### config.mk
export PLATFORM = sky130hd
export DESIGN_NAME = encoder_switch_scanner_unit
export DESIGN_NICKNAME = d
export VERILOG_FILES = /design/src/rtl/esw_pkg.sv /design/src/rtl/encoder_switch_scanner_unit.sv /design/src/rtl/esw_rotor.sv /design/src/rtl/esw_debounce.sv
export SDC_FILE = /design/constraint.sdc
export NUM_CORES = 1
export LEC_CHECK = 0
export BUFFER_PORTS_ARGS = -buffer_cell sky130_fd_sc_hd__buf_4
export CORE_AREA = 4 4 290 292
export CTS_CLUSTER_DIAMETER = 50
export DETAILED_ROUTE_END_ITERATION = 12
export DIE_AREA = 0 0 294 296
export MAX_ROUTING_LAYER = met4
export RECOVER_POWER = 100
export SLEW_MARGIN = 20
export SYNTH_ARGS = -nofsm -noshare
export SYNTH_HDL_FRONTEND = slang
export SYNTH_SLANG_ARGS = --single-unit
### constraint.sdc
create_clock -name clk -period 9 [get_ports clk]
set_input_delay 1.35 -clock clk [delete_from_list [all_inputs] [get_ports clk]]
set_output_delay 1.35 -clock clk [all_outputs]
set_load 0.02 [all_outputs]
### src/rtl/esw_pkg.sv
package esw_pkg;

  // Field widths fixed by the port list
  localparam int unsigned ROTOR_LANES = 16;
  localparam int unsigned ENC_SW_W    = 16;
  localparam int unsigned SIDE_SW_W   = 8;

  // Default configuration of the panel
  localparam int unsigned NUM_ROTORS_DEF    = 16;
  localparam int unsigned WINDOW_DEPTH_DEF  = 10;
  localparam int unsigned ENC_SWITCHES_DEF  = 16;
  localparam int unsigned SIDE_SWITCHES_DEF = 8;

  // Switch combinations on the debounced / pressed encoder switch masks
  localparam logic [ENC_SW_W-1:0] BOOT_MASK_A = 16'h9009;
  localparam logic [ENC_SW_W-1:0] BOOT_MASK_B = 16'hCC00;
  localparam logic [ENC_SW_W-1:0] RESET_MASK  = 16'h8001;

  // Half-step quadrature states
  typedef enum logic [2:0] {
    R_START   = 3'd0,
    R_CCW_ARM = 3'd1,
    R_CW_ARM  = 3'd2,
    R_MID     = 3'd3,
    R_MID_CW  = 3'd4,
    R_MID_CCW = 3'd5
  } rotor_idx_t;

  typedef struct packed {
    rotor_idx_t idx;
    logic       cw;
    logic       ccw;
  } rotor_step_t;

  // Next state for one encoder; ab is {B, A}. Unknown codes act as start.
  function automatic rotor_step_t rotor_next(input rotor_idx_t cur, input logic [1:0] ab);
    rotor_step_t r;
    r.cw  = 1'b0;
    r.ccw = 1'b0;
    r.idx = R_START;
    unique case (cur)
      R_CCW_ARM: begin
        unique case (ab)
          2'd0: begin r.idx = R_MID; r.ccw = 1'b1; end
          2'd1: r.idx = R_START;
          2'd2: r.idx = R_CCW_ARM;
          default: r.idx = R_START;
        endcase
      end
      R_CW_ARM: begin
        unique case (ab)
          2'd0: begin r.idx = R_MID; r.cw = 1'b1; end
          2'd1: r.idx = R_CW_ARM;
          2'd2: r.idx = R_START;
          default: r.idx = R_START;
        endcase
      end
      R_MID: begin
        unique case (ab)
          2'd0: r.idx = R_MID;
          2'd1: r.idx = R_MID_CCW;
          2'd2: r.idx = R_MID_CW;
          default: r.idx = R_START;
        endcase
      end
      R_MID_CW: begin
        unique case (ab)
          2'd0: r.idx = R_MID;
          2'd1: r.idx = R_MID;
          2'd2: r.idx = R_MID_CW;
          default: begin r.idx = R_START; r.cw = 1'b1; end
        endcase
      end
      R_MID_CCW: begin
        unique case (ab)
          2'd0: r.idx = R_MID;
          2'd1: r.idx = R_MID_CCW;
          2'd2: r.idx = R_MID;
          default: begin r.idx = R_START; r.ccw = 1'b1; end
        endcase
      end
      default: begin
        // start state, and any code that should never be stored
        unique case (ab)
          2'd0: r.idx = R_MID;
          2'd1: r.idx = R_CW_ARM;
          2'd2: r.idx = R_CCW_ARM;
          default: r.idx = R_START;
        endcase
      end
    endcase
    return r;
  endfunction

endpackage

### src/rtl/encoder_switch_scanner_unit.sv
// Scanner for a panel of quadrature encoders with push switches and side switches.
// Each input beat is one scan tick; each tick yields exactly one result beat with
// the step flags of every encoder, the debounced switch masks, their press and
// release edges, and the bootloader and reset combination flags. The block takes
// one beat per cycle when the output side is not stalled; a tick is held in the input
// register and its result is presented from the result register. A switch reads as on
// only after WINDOW_DEPTH consecutive ticks with it on, and goes off on the first
// tick that samples it off. Encoder switch pins are active low; side switch pins
// are active high.
module encoder_switch_scanner_unit #(
  parameter int unsigned NUM_ROTORS    = esw_pkg::NUM_ROTORS_DEF,
  parameter int unsigned WINDOW_DEPTH  = esw_pkg::WINDOW_DEPTH_DEF,
  parameter int unsigned ENC_SWITCHES  = esw_pkg::ENC_SWITCHES_DEF,
  parameter int unsigned SIDE_SWITCHES = esw_pkg::SIDE_SWITCHES_DEF
) (
  input  logic                           clk,
  input  logic                           rst,
  input  logic                           in_valid,
  output logic                           in_stall,
  input  logic [esw_pkg::ROTOR_LANES-1:0] quad_a,
  input  logic [esw_pkg::ROTOR_LANES-1:0] quad_b,
  input  logic [esw_pkg::ENC_SW_W-1:0]    enc_switch_level,
  input  logic [esw_pkg::SIDE_SW_W-1:0]   side_switch_level,
  output logic                           out_valid,
  input  logic                           out_stall,
  output logic [esw_pkg::ROTOR_LANES-1:0] cw_steps,
  output logic [esw_pkg::ROTOR_LANES-1:0] ccw_steps,
  output logic [esw_pkg::ENC_SW_W-1:0]    enc_switch_state,
  output logic [esw_pkg::ENC_SW_W-1:0]    enc_pressed,
  output logic [esw_pkg::ENC_SW_W-1:0]    enc_released,
  output logic [esw_pkg::SIDE_SW_W-1:0]   side_state,
  output logic [esw_pkg::SIDE_SW_W-1:0]   side_pressed,
  output logic [esw_pkg::SIDE_SW_W-1:0]   side_released,
  output logic                           bootloader_combo,
  output logic                           reset_combo
);

  logic                            s1_valid;
  logic [esw_pkg::ROTOR_LANES-1:0] s1_quad_a;
  logic [esw_pkg::ROTOR_LANES-1:0] s1_quad_b;
  logic [esw_pkg::ENC_SW_W-1:0]    s1_enc_level;
  logic [esw_pkg::SIDE_SW_W-1:0]   s1_side_level;
  logic                            advance;
  logic                            in_take;

  logic [esw_pkg::ROTOR_LANES-1:0] cw_next;
  logic [esw_pkg::ROTOR_LANES-1:0] ccw_next;
  logic [esw_pkg::ENC_SW_W-1:0]    enc_deb;
  logic [esw_pkg::ENC_SW_W-1:0]    enc_pr;
  logic [esw_pkg::ENC_SW_W-1:0]    enc_rl;
  logic [esw_pkg::SIDE_SW_W-1:0]   side_deb;
  logic [esw_pkg::SIDE_SW_W-1:0]   side_pr;
  logic [esw_pkg::SIDE_SW_W-1:0]   side_rl;
  logic                            boot_next;
  logic                            rst_combo_next;

  // Handshake: the input register moves on whenever the result register is free
  assign advance  = s1_valid && (!out_valid || !out_stall);
  assign in_stall = s1_valid && !advance;
  assign in_take  = in_valid && !in_stall;

  // Input register
  always_ff @(posedge clk) begin
    if (rst) begin
      s1_valid <= 1'b0;
    end else if (in_take) begin
      s1_valid <= 1'b1;
    end else if (advance) begin
      s1_valid <= 1'b0;
    end
  end

  always_ff @(posedge clk) begin
    if (in_take) begin
      s1_quad_a     <= quad_a;
      s1_quad_b     <= quad_b;
      s1_enc_level  <= enc_switch_level;
      s1_side_level <= side_switch_level;
    end
  end

  // Encoder tables
  esw_rotor #(
    .NUM_ROTORS(NUM_ROTORS)
  ) u_rotor (
    .clk      (clk),
    .rst      (rst),
    .advance  (advance),
    .quad_a   (s1_quad_a),
    .quad_b   (s1_quad_b),
    .cw_next  (cw_next),
    .ccw_next (ccw_next)
  );

  // Encoder push switches, active low at the pins
  esw_debounce #(
    .WIDTH  (esw_pkg::ENC_SW_W),
    .ACTIVE (ENC_SWITCHES),
    .DEPTH  (WINDOW_DEPTH)
  ) u_enc_deb (
    .clk      (clk),
    .rst      (rst),
    .advance  (advance),
    .sample   (~s1_enc_level),
    .deb      (enc_deb),
    .pressed  (enc_pr),
    .released (enc_rl)
  );

  // Side switches, active high at the pins
  esw_debounce #(
    .WIDTH  (esw_pkg::SIDE_SW_W),
    .ACTIVE (SIDE_SWITCHES),
    .DEPTH  (WINDOW_DEPTH)
  ) u_side_deb (
    .clk      (clk),
    .rst      (rst),
    .advance  (advance),
    .sample   (s1_side_level),
    .deb      (side_deb),
    .pressed  (side_pr),
    .released (side_rl)
  );

  // Switch combinations
  assign boot_next = ((enc_deb & esw_pkg::BOOT_MASK_A) == esw_pkg::BOOT_MASK_A) ||
                     ((enc_deb & esw_pkg::BOOT_MASK_B) == esw_pkg::BOOT_MASK_B);
  assign rst_combo_next = ((enc_pr & esw_pkg::RESET_MASK) == esw_pkg::RESET_MASK);

  // Result register
  always_ff @(posedge clk) begin
    if (rst) begin
      out_valid <= 1'b0;
    end else if (advance) begin
      out_valid <= 1'b1;
    end else if (!out_stall) begin
      out_valid <= 1'b0;
    end
  end

  always_ff @(posedge clk) begin
    if (advance) begin
      cw_steps         <= cw_next;
      ccw_steps        <= ccw_next;
      enc_switch_state <= enc_deb;
      enc_pressed      <= enc_pr;
      enc_released     <= enc_rl;
      side_state       <= side_deb;
      side_pressed     <= side_pr;
      side_released    <= side_rl;
      bootloader_combo <= boot_next;
      reset_combo      <= rst_combo_next;
    end
  end

  // Checks
  a_stall_needs_full: assert property (@(posedge clk) disable iff (rst)
    in_stall |-> (s1_valid && out_valid && out_stall))
    else $error("input stalled while a stage was free");

  a_dir_exclusive: assert property (@(posedge clk) disable iff (rst)
    out_valid |-> ((cw_steps & ccw_steps) == '0))
    else $error("encoder flagged both directions");

  a_edge_exclusive: assert property (@(posedge clk) disable iff (rst)
    out_valid |-> ((enc_pressed & enc_released) == '0 &&
                   (side_pressed & side_released) == '0))
    else $error("switch pressed and released on one tick");

  a_pressed_is_on: assert property (@(posedge clk) disable iff (rst)
    out_valid |-> ((enc_pressed & ~enc_switch_state) == '0 &&
                   (side_pressed & ~side_state) == '0))
    else $error("pressed switch not in debounced state");

  a_reset_combo_on: assert property (@(posedge clk) disable iff (rst)
    (out_valid && reset_combo) |-> (enc_switch_state[0] && enc_switch_state[15]))
    else $error("reset combination without both switches on");

endmodule

### src/rtl/esw_rotor.sv
module esw_rotor #(
  parameter int unsigned NUM_ROTORS = esw_pkg::NUM_ROTORS_DEF
) (
  input  logic                           clk,
  input  logic                           rst,
  input  logic                           advance,
  input  logic [esw_pkg::ROTOR_LANES-1:0] quad_a,
  input  logic [esw_pkg::ROTOR_LANES-1:0] quad_b,
  output logic [esw_pkg::ROTOR_LANES-1:0] cw_next,
  output logic [esw_pkg::ROTOR_LANES-1:0] ccw_next
);

  // One table lane per encoder; lanes past NUM_ROTORS stay quiet
  for (genvar n = 0; n < esw_pkg::ROTOR_LANES; n++) begin : g_lane
    if (n < NUM_ROTORS) begin : g_used
      esw_pkg::rotor_idx_t  rotor_state;
      esw_pkg::rotor_step_t step;

      assign step        = esw_pkg::rotor_next(rotor_state, {quad_b[n], quad_a[n]});
      assign cw_next[n]  = step.cw;
      assign ccw_next[n] = step.ccw;

      always_ff @(posedge clk) begin
        if (rst) begin
          rotor_state <= esw_pkg::R_START;
        end else if (advance) begin
          rotor_state <= step.idx;
        end
      end
    end else begin : g_unused
      assign cw_next[n]  = 1'b0;
      assign ccw_next[n] = 1'b0;
    end
  end

endmodule

### src/rtl/esw_debounce.sv
module esw_debounce #(
  parameter int unsigned WIDTH  = esw_pkg::ENC_SW_W,
  parameter int unsigned ACTIVE = esw_pkg::ENC_SWITCHES_DEF,
  parameter int unsigned DEPTH  = esw_pkg::WINDOW_DEPTH_DEF
) (
  input  logic             clk,
  input  logic             rst,
  input  logic             advance,
  input  logic [WIDTH-1:0] sample,
  output logic [WIDTH-1:0] deb,
  output logic [WIDTH-1:0] pressed,
  output logic [WIDTH-1:0] released
);

  localparam int unsigned PosW = (DEPTH > 1) ? $clog2(DEPTH) : 1;

  logic [WIDTH-1:0] hist [DEPTH];
  logic [PosW-1:0]  pos;
  logic [PosW-1:0]  pos_next;
  logic [WIDTH-1:0] prev;
  logic [WIDTH-1:0] act_mask;
  logic [WIDTH-1:0] captured;
  logic [WIDTH-1:0] changed;

  // Switch bits past ACTIVE are captured as off
  for (genvar b = 0; b < WIDTH; b++) begin : g_mask
    assign act_mask[b] = (b < ACTIVE) ? 1'b1 : 1'b0;
  end

  assign captured = sample & act_mask;
  assign pos_next = (pos == PosW'(DEPTH - 1)) ? '0 : pos + 1'b1;

  // On only if every ring entry, with this beat's sample in place, is on
  always_comb begin
    deb = '1;
    for (int i = 0; i < DEPTH; i++) begin
      deb = deb & ((pos == PosW'(i)) ? captured : hist[i]);
    end
  end

  assign changed  = deb ^ prev;
  assign pressed  = changed & deb;
  assign released = changed & ~deb;

  // Ring, write pointer and last debounced value
  always_ff @(posedge clk) begin
    if (rst) begin
      for (int i = 0; i < DEPTH; i++) begin
        hist[i] <= '0;
      end
      pos  <= '0;
      prev <= '0;
    end else if (advance) begin
      hist[pos] <= captured;
      pos       <= pos_next;
      prev      <= deb;
    end
  end

endmodule
### Word level (Yosys, flattened, before mapping)

Memories as Yosys holds them, arrays and structs flattened.
Cells that the tools add are included.

| storage, ports and cells | value |
|---|---|
| flip-flop bits (word level) | 244 |
| memory bits (writable) | 240 |
| input bits | 60 |
| output and inout bits | 108 |
| word-level logic and storage cells | 492 |
| memories | 2 |

| operators by class | value |
|---|---|
| $add $sub $neg | 2 |
| equality and inequality tests | 134 |
| mux-type cells | 213 |
| bitwise operators | 27 |
| reductions and logical operators | 78 |

Memory list:

| memory | depth | width | read ports | clocked after memory_dff | write ports | RTL line | text |
|---|---|---|---|---|---|---|---|
| u_enc_deb.hist | 10 | 16 | 10 | 0 | 10 | esw_debounce.sv:17 | `logic [WIDTH-1:0] hist [DEPTH];` |
| u_side_deb.hist | 10 | 8 | 10 | 0 | 10 | esw_debounce.sv:17 |  |

Operators with widths:

| operator | count |
|---|---|
| case mux 3 bit (5 select lines) | 16 |
| case mux 3 bit (2 select lines) | 32 |
| AND 16 bit | 11 |
| two-way mux 16 bit | 11 |
| case mux 3 bit (3 select lines) | 16 |
| case mux 2 bit (2 select lines) | 32 |
| == test 3 x 2 -> 1 bit, second input constant | 32 |
| == test 3 bit, second input constant | 32 |
| case mux 2 bit (3 select lines) | 16 |
| AND 8 bit | 11 |
| two-way mux 8 bit | 11 |
| case mux 1 bit (2 select lines) | 32 |
| OR reduction 2 bit | 32 |
| == test 3 x 1 -> 1 bit, second input constant | 16 |
| OR reduction 3 bit | 16 |
| two-way mux 1 bit | 43 |
| == test 2 bit, second input constant | 17 |
| == test 2 x 1 -> 1 bit, second input constant | 16 |
| == test 4 x 3 -> 1 bit, second input constant | 8 |
| logical NOT 2 bit | 16 |
| inverter 16 bit | 2 |
| == test 4 bit, second input constant | 6 |
| == test 4 x 2 -> 1 bit, second input constant | 4 |
| two-way mux 4 bit | 4 |
| other kinds (13) | 22 |

### Depth between registers and ports, before layout

| depth | value |
|---|---|
| word-level depth | 14 |
| depth in mapped cells | 12 |
| depth with buffers taken out | 8 |

### Modules after synthesis

A second synthesis with hierarchy kept.

| unflattened totals | value |
|---|---|
| cell total of the unflattened synthesis | 2391 |
| area total of the unflattened synthesis | 25613.3 µm² |

Modules (own cells, without submodules):

| module | instances | cells an instance | area each (µm²) |
|---|---|---|---|
| esw_debounce (u_enc_deb) | 1 | 898 | 9431.5 |
| esw_rotor | 1 | 836 | 6167.2 |
| encoder_switch_scanner_unit | 1 | 192 | 5033.6 |
| esw_debounce (u_side_deb) | 1 | 465 | 4981.0 |

### Least setup slack after synthesis

No wires, ideal clock.

| timing | value |
|---|---|
| path kind | in2reg |
| start | input port out_stall |
| end | memory u_enc_deb.hist[6][0] (netlist bit), enable pin |
| arrival time | 5.533 ns |
| setup slack | 3.099 ns |
| stages | 6 |
| path buffers | 2 |
| cell sequence | nand2_1 -> nand2_1 -> inv_2 -> clkbuf_1 -> buf_1 -> a21o_1 |

RTL lines:

| what | RTL line | text |
|---|---|---|
| start: declaration | encoder_switch_scanner_unit.sv:25 | `input logic out_stall,` |
| end: declaration | esw_debounce.sv:17 |  |

==> out/summary.json <==
{
  "synth-edff-count": 402,
  "cp_max_fo": 60,
  "fmax_ghz": 0.166,
  "timing.final.max_slew_violations": 277,
  "period_minus_slack_ns": 6.04,
  "synth.largest_area_cell": "sky130_fd_sc_hd__edfxtp_1",
  "grt_max_degree": 90,
  "layoutNonFillerInstCount": 3513,
  "critical-path-slowest-cell": "sky130_fd_sc_hd__clkbuf_1",
  "dominantRegCellSynth": "sky130_fd_sc_hd__edfxtp_1",
  "grt_pass1_wl_um": 103000,
  "summed_instance_area_of_the_synthesized_netlist_um2": 24200,
  "fillers": 8208,
  "violations": "capacitance limit, slew limit",
  "critPathTopFamily": "buffers and inverters",
  "leakagePower_nw": 10.3,
  "post_drt_via_cell_ratio": 5.12,
  "synth_area_per_cell_um2": 10.6,
  "grt_pass1_vias": 17072,
  "root_buffer": "sky130_fd_sc_hd__clkbuf_16",
  "finClkSkew_ns": 0.0299,
  "grt_util_all_layers": 0.156,
  "initial_core_util": 0.297,
  "totalNegativeSetupSlack_ns": 0,
  "critPathKind": "in -> reg",
  "finalCritPeriodShare": 0.671,
  "crit_path_max_incr_delay_ns": 1.58,
  "biggestRegsByFlops": "u_enc_deb.hist x160, u_side_deb.hist x80, u_rotor.g_lane.g_used.rotor_state x48",
  "finalSetupViolCount": 0,
  "endpoint_arrival_time_on_the_critical_path_ns": 6.35,
  "setup_repair_after_global_routing_missed_its_margin": "false",
  "clock_path_buffers": 3,
  "path_common_cell": "sky130_fd_sc_hd__nand2_1",
  "cts.reportedPaths.clkPinSlew_ns": 0.05,
  "placed_cells_incl_taps": 3388,
  "register_area_um2": 13700,
  "die_area_um2": 87000,
  "placement_rows": 105,
  "slew_headroom": -1.73,
  "antenna_violations_before_repair": 2,
  "place_congestion": 0.856,
  "async_reset_ff_frac": 0,
  "dominant_cell_by_count_in_the_synthesized_netlist": "sky130_fd_sc_hd__edfxtp_1",
  "place_area_um2": 26400,
  "max_flop_register": "u_enc_deb.hist",
  "h-tree-depth": 3,
  "cts_inserted_buffers": 68,
  "worst-path-buf-inv": 4,
  "worstMarginPinSlew_ns": 4.09,
  "powerDensity_nw_per_um2": 204,
  "multi_input_area_um2": 9540,
  "design_area_um2": 28300,
  "io_buffers": 167,
  "critPathLaunchType": "input port",
  "setup_ws_ns": 2.96,
  "hold_buffers": 0,
  "critPathRequiredTime_ns": 9.31,
  "dr_total_vias": 17994,
  "max-vdd-ir-drop_uv": 127,
  "place_hpwl_um": 43000,
  "area_share_of_the_largest_cell_type_after_synthesis": 0.498,
  "nets": 2556,
  "cts_setup_buffers": 0,
  "outcome": "finished, violations left",
  "clk_latency_ns": 0.60,
  "floorplan.die.width_um": 294,
  "routed_wire_length_per_instance_um": 19.3,
  "final_core_utilization": 0.346,
  "min-delay-path-class": "reg -> reg",
  "synth.distinct_cells": 76,
  "maxCapViolations": 7,
  "worstPathCellList": "clkbuf_4 > nand2_1 > nand2_1 > clkbuf_1 > inv_8 > nand2b_1 > buf_4 > nor2_1 > or2_2",
  "critical_path.endpoint_type": "flop",
  "ys_seq_area_frac": 0.566,
  "cts_tree": "done",
  "syn-instance-count": 2287,
  "post_cts_resized": 0,
  "io_pins": 168,
  "synth_warnings": 0,
  "dr.first_iter.drc_count": 1518,
  "drt_drc_violations_left": 0,
  "floorplan.die.height_um": 296,
  "final_antenna_net_count": 0,
  "gr-total-overflow": 0,
  "wl_um": 67700,
  "final-hold-violation-count": 0,
  "area_growth_syn_to_layout_pct": 16.6,
  "cts.sink_count": 484,
  "synth-seq-cells": 484,
  "netlist_top_cells_area": "sky130_fd_sc_hd__edfxtp_1 (50%), sky130_fd_sc_hd__dfxtp_1 (6.8%), sky130_fd_sc_hd__ha_1 (5.6%)",
  "core_region_area_um2": 81600,
  "synth_top_cells_by_count": "sky130_fd_sc_hd__edfxtp_1 (402), sky130_fd_sc_hd__nor2_1 (320), sky130_fd_sc_hd__nand2_1 (203), sky130_fd_sc_hd__a21oi_1 (129), sky130_fd_sc_hd__clkbuf_1 (125)",
  "drive_above_1_share": 0.0930,
  "largest_register_ffs": 160,
  "drtPass1Iterations": 6,
  "syn_nets": 2455,
  "dpl_worst_slack_ns": 4.33
}
[power by group]
part / switching [mW] / total [mW] / leakage, nW / internal (mW)
Clock: 1.07 / 2.79 / 1.15 / 1.72
Combinational: 0.258 / 0.382 / 4.38 / 0.124
Sequential: 0.0849 / 2.60 / 4.72 / 2.52
[metal layers]
| layer | track usage | vias up | routed length [µm] |
|---|---|---|---|
| met1 | 0.205 | 8697 | 30000 |
| met2 | 0.246 | 618 | 31300 |
| met4 | 0.0502 | 0 | 1920 |
| met5 | - | - | 0 |
| li1 | - | 8548 | - |
| met3 | 0.0284 | 131 | 4540 |
[per-stage QoR]
stage,hold slack (ns),total power [mW]
2_1_floorplan,0.440,2.89
3_3_place_gp,0.454,3.05
3_5_place_dp,0.456,3.05
4_1_cts,0.466,5.86
5_1_grt,0.496,5.99
6_report,0.467,5.78
[worst paths after layout]
kind                            from               endpoint  slack [ns]  depth (start not counted)
setup / recovery           out_stall  u_side_deb.hist[4][5]        2.96                          9
hold / removal    u_enc_deb.prev[13]     u_enc_deb.prev[13]        0.47                          2
hold reg to reg   u_enc_deb.prev[13]     u_enc_deb.prev[13]        0.47                          2
setup reg to reg    u_enc_deb.pos[0]        enc_released[2]        3.44                          6
[layout make-up]
class / instances / area share
Antenna cell: 1 / 0.0000886
Clock buffer: 80 / 0.0650
Clock inverter: 44 / 0.0190
Inverter: 81 / 0.0110
Multi-Input combinational cell: 1561 / 0.338
Sequential cell: 484 / 0.485
Tap cell: 1070 / 0.0474
Timing Repair Buffer: 192 / 0.0343
[placed cells by master (no fill, tap or decap), types with 14 or more instances in the layout]
master / Yosys / final
sky130_fd_sc_hd__nand3_1: 28 / 28
sky130_fd_sc_hd__and2_0: 0 / 17
sky130_fd_sc_hd__nand3b_1: 14 / 14
sky130_fd_sc_hd__dfxtp_1: 82 / 79
sky130_fd_sc_hd__edfxtp_1: 402 / 402
sky130_fd_sc_hd__inv_1: 79 / 79
sky130_fd_sc_hd__and3b_1: 16 / 16
sky130_fd_sc_hd__nor3b_1: 26 / 26
sky130_fd_sc_hd__nand2b_1: 20 / 20
sky130_fd_sc_hd__clkbuf_4: 0 / 48
sky130_fd_sc_hd__clkbuf_16: 0 / 69
sky130_fd_sc_hd__mux2i_1: 24 / 24
sky130_fd_sc_hd__a32oi_1: 17 / 17
sky130_fd_sc_hd__clkbuf_1: 125 / 130
sky130_fd_sc_hd__o21a_1: 18 / 18
sky130_fd_sc_hd__mux2_2: 18 / 18
sky130_fd_sc_hd__a21o_1: 23 / 23
sky130_fd_sc_hd__or3_1: 15 / 15
sky130_fd_sc_hd__o21ai_0: 120 / 120
sky130_fd_sc_hd__o22ai_1: 40 / 40
sky130_fd_sc_hd__nor3_1: 74 / 76
sky130_fd_sc_hd__a22o_1: 20 / 20
sky130_fd_sc_hd__nor2b_1: 56 / 54
sky130_fd_sc_hd__and3_1: 35 / 35
sky130_fd_sc_hd__nand2_1: 203 / 203
sky130_fd_sc_hd__nor2_1: 320 / 319
sky130_fd_sc_hd__a22oi_1: 31 / 31
sky130_fd_sc_hd__buf_4: 6 / 18
sky130_fd_sc_hd__a21oi_1: 129 / 129
sky130_fd_sc_hd__ha_1: 108 / 108
[worst register-to-register path, delay by kind of cell (launching register included)]
kind | cells | cell delay, ns
DFF | 1 | 1.31
buffers and inverters | 1 | 1.34
and+or+nand+nor | 3 | 1.31
AOI/OAI and AO/OA | 2 | 1.31
[cells by family after synthesis]
kind of cell,share of synthesized area
adder cells (fa/ha/maj),0.0558
XOR/XNOR,0.00108
multiplexers,0.0183
AND/OR/NAND/NOR,0.186
buffers and inverters,0.0399
AO/OA/AOI/OAI,0.133
flip-flops,0.566
(Power assumes the default switching activity.)
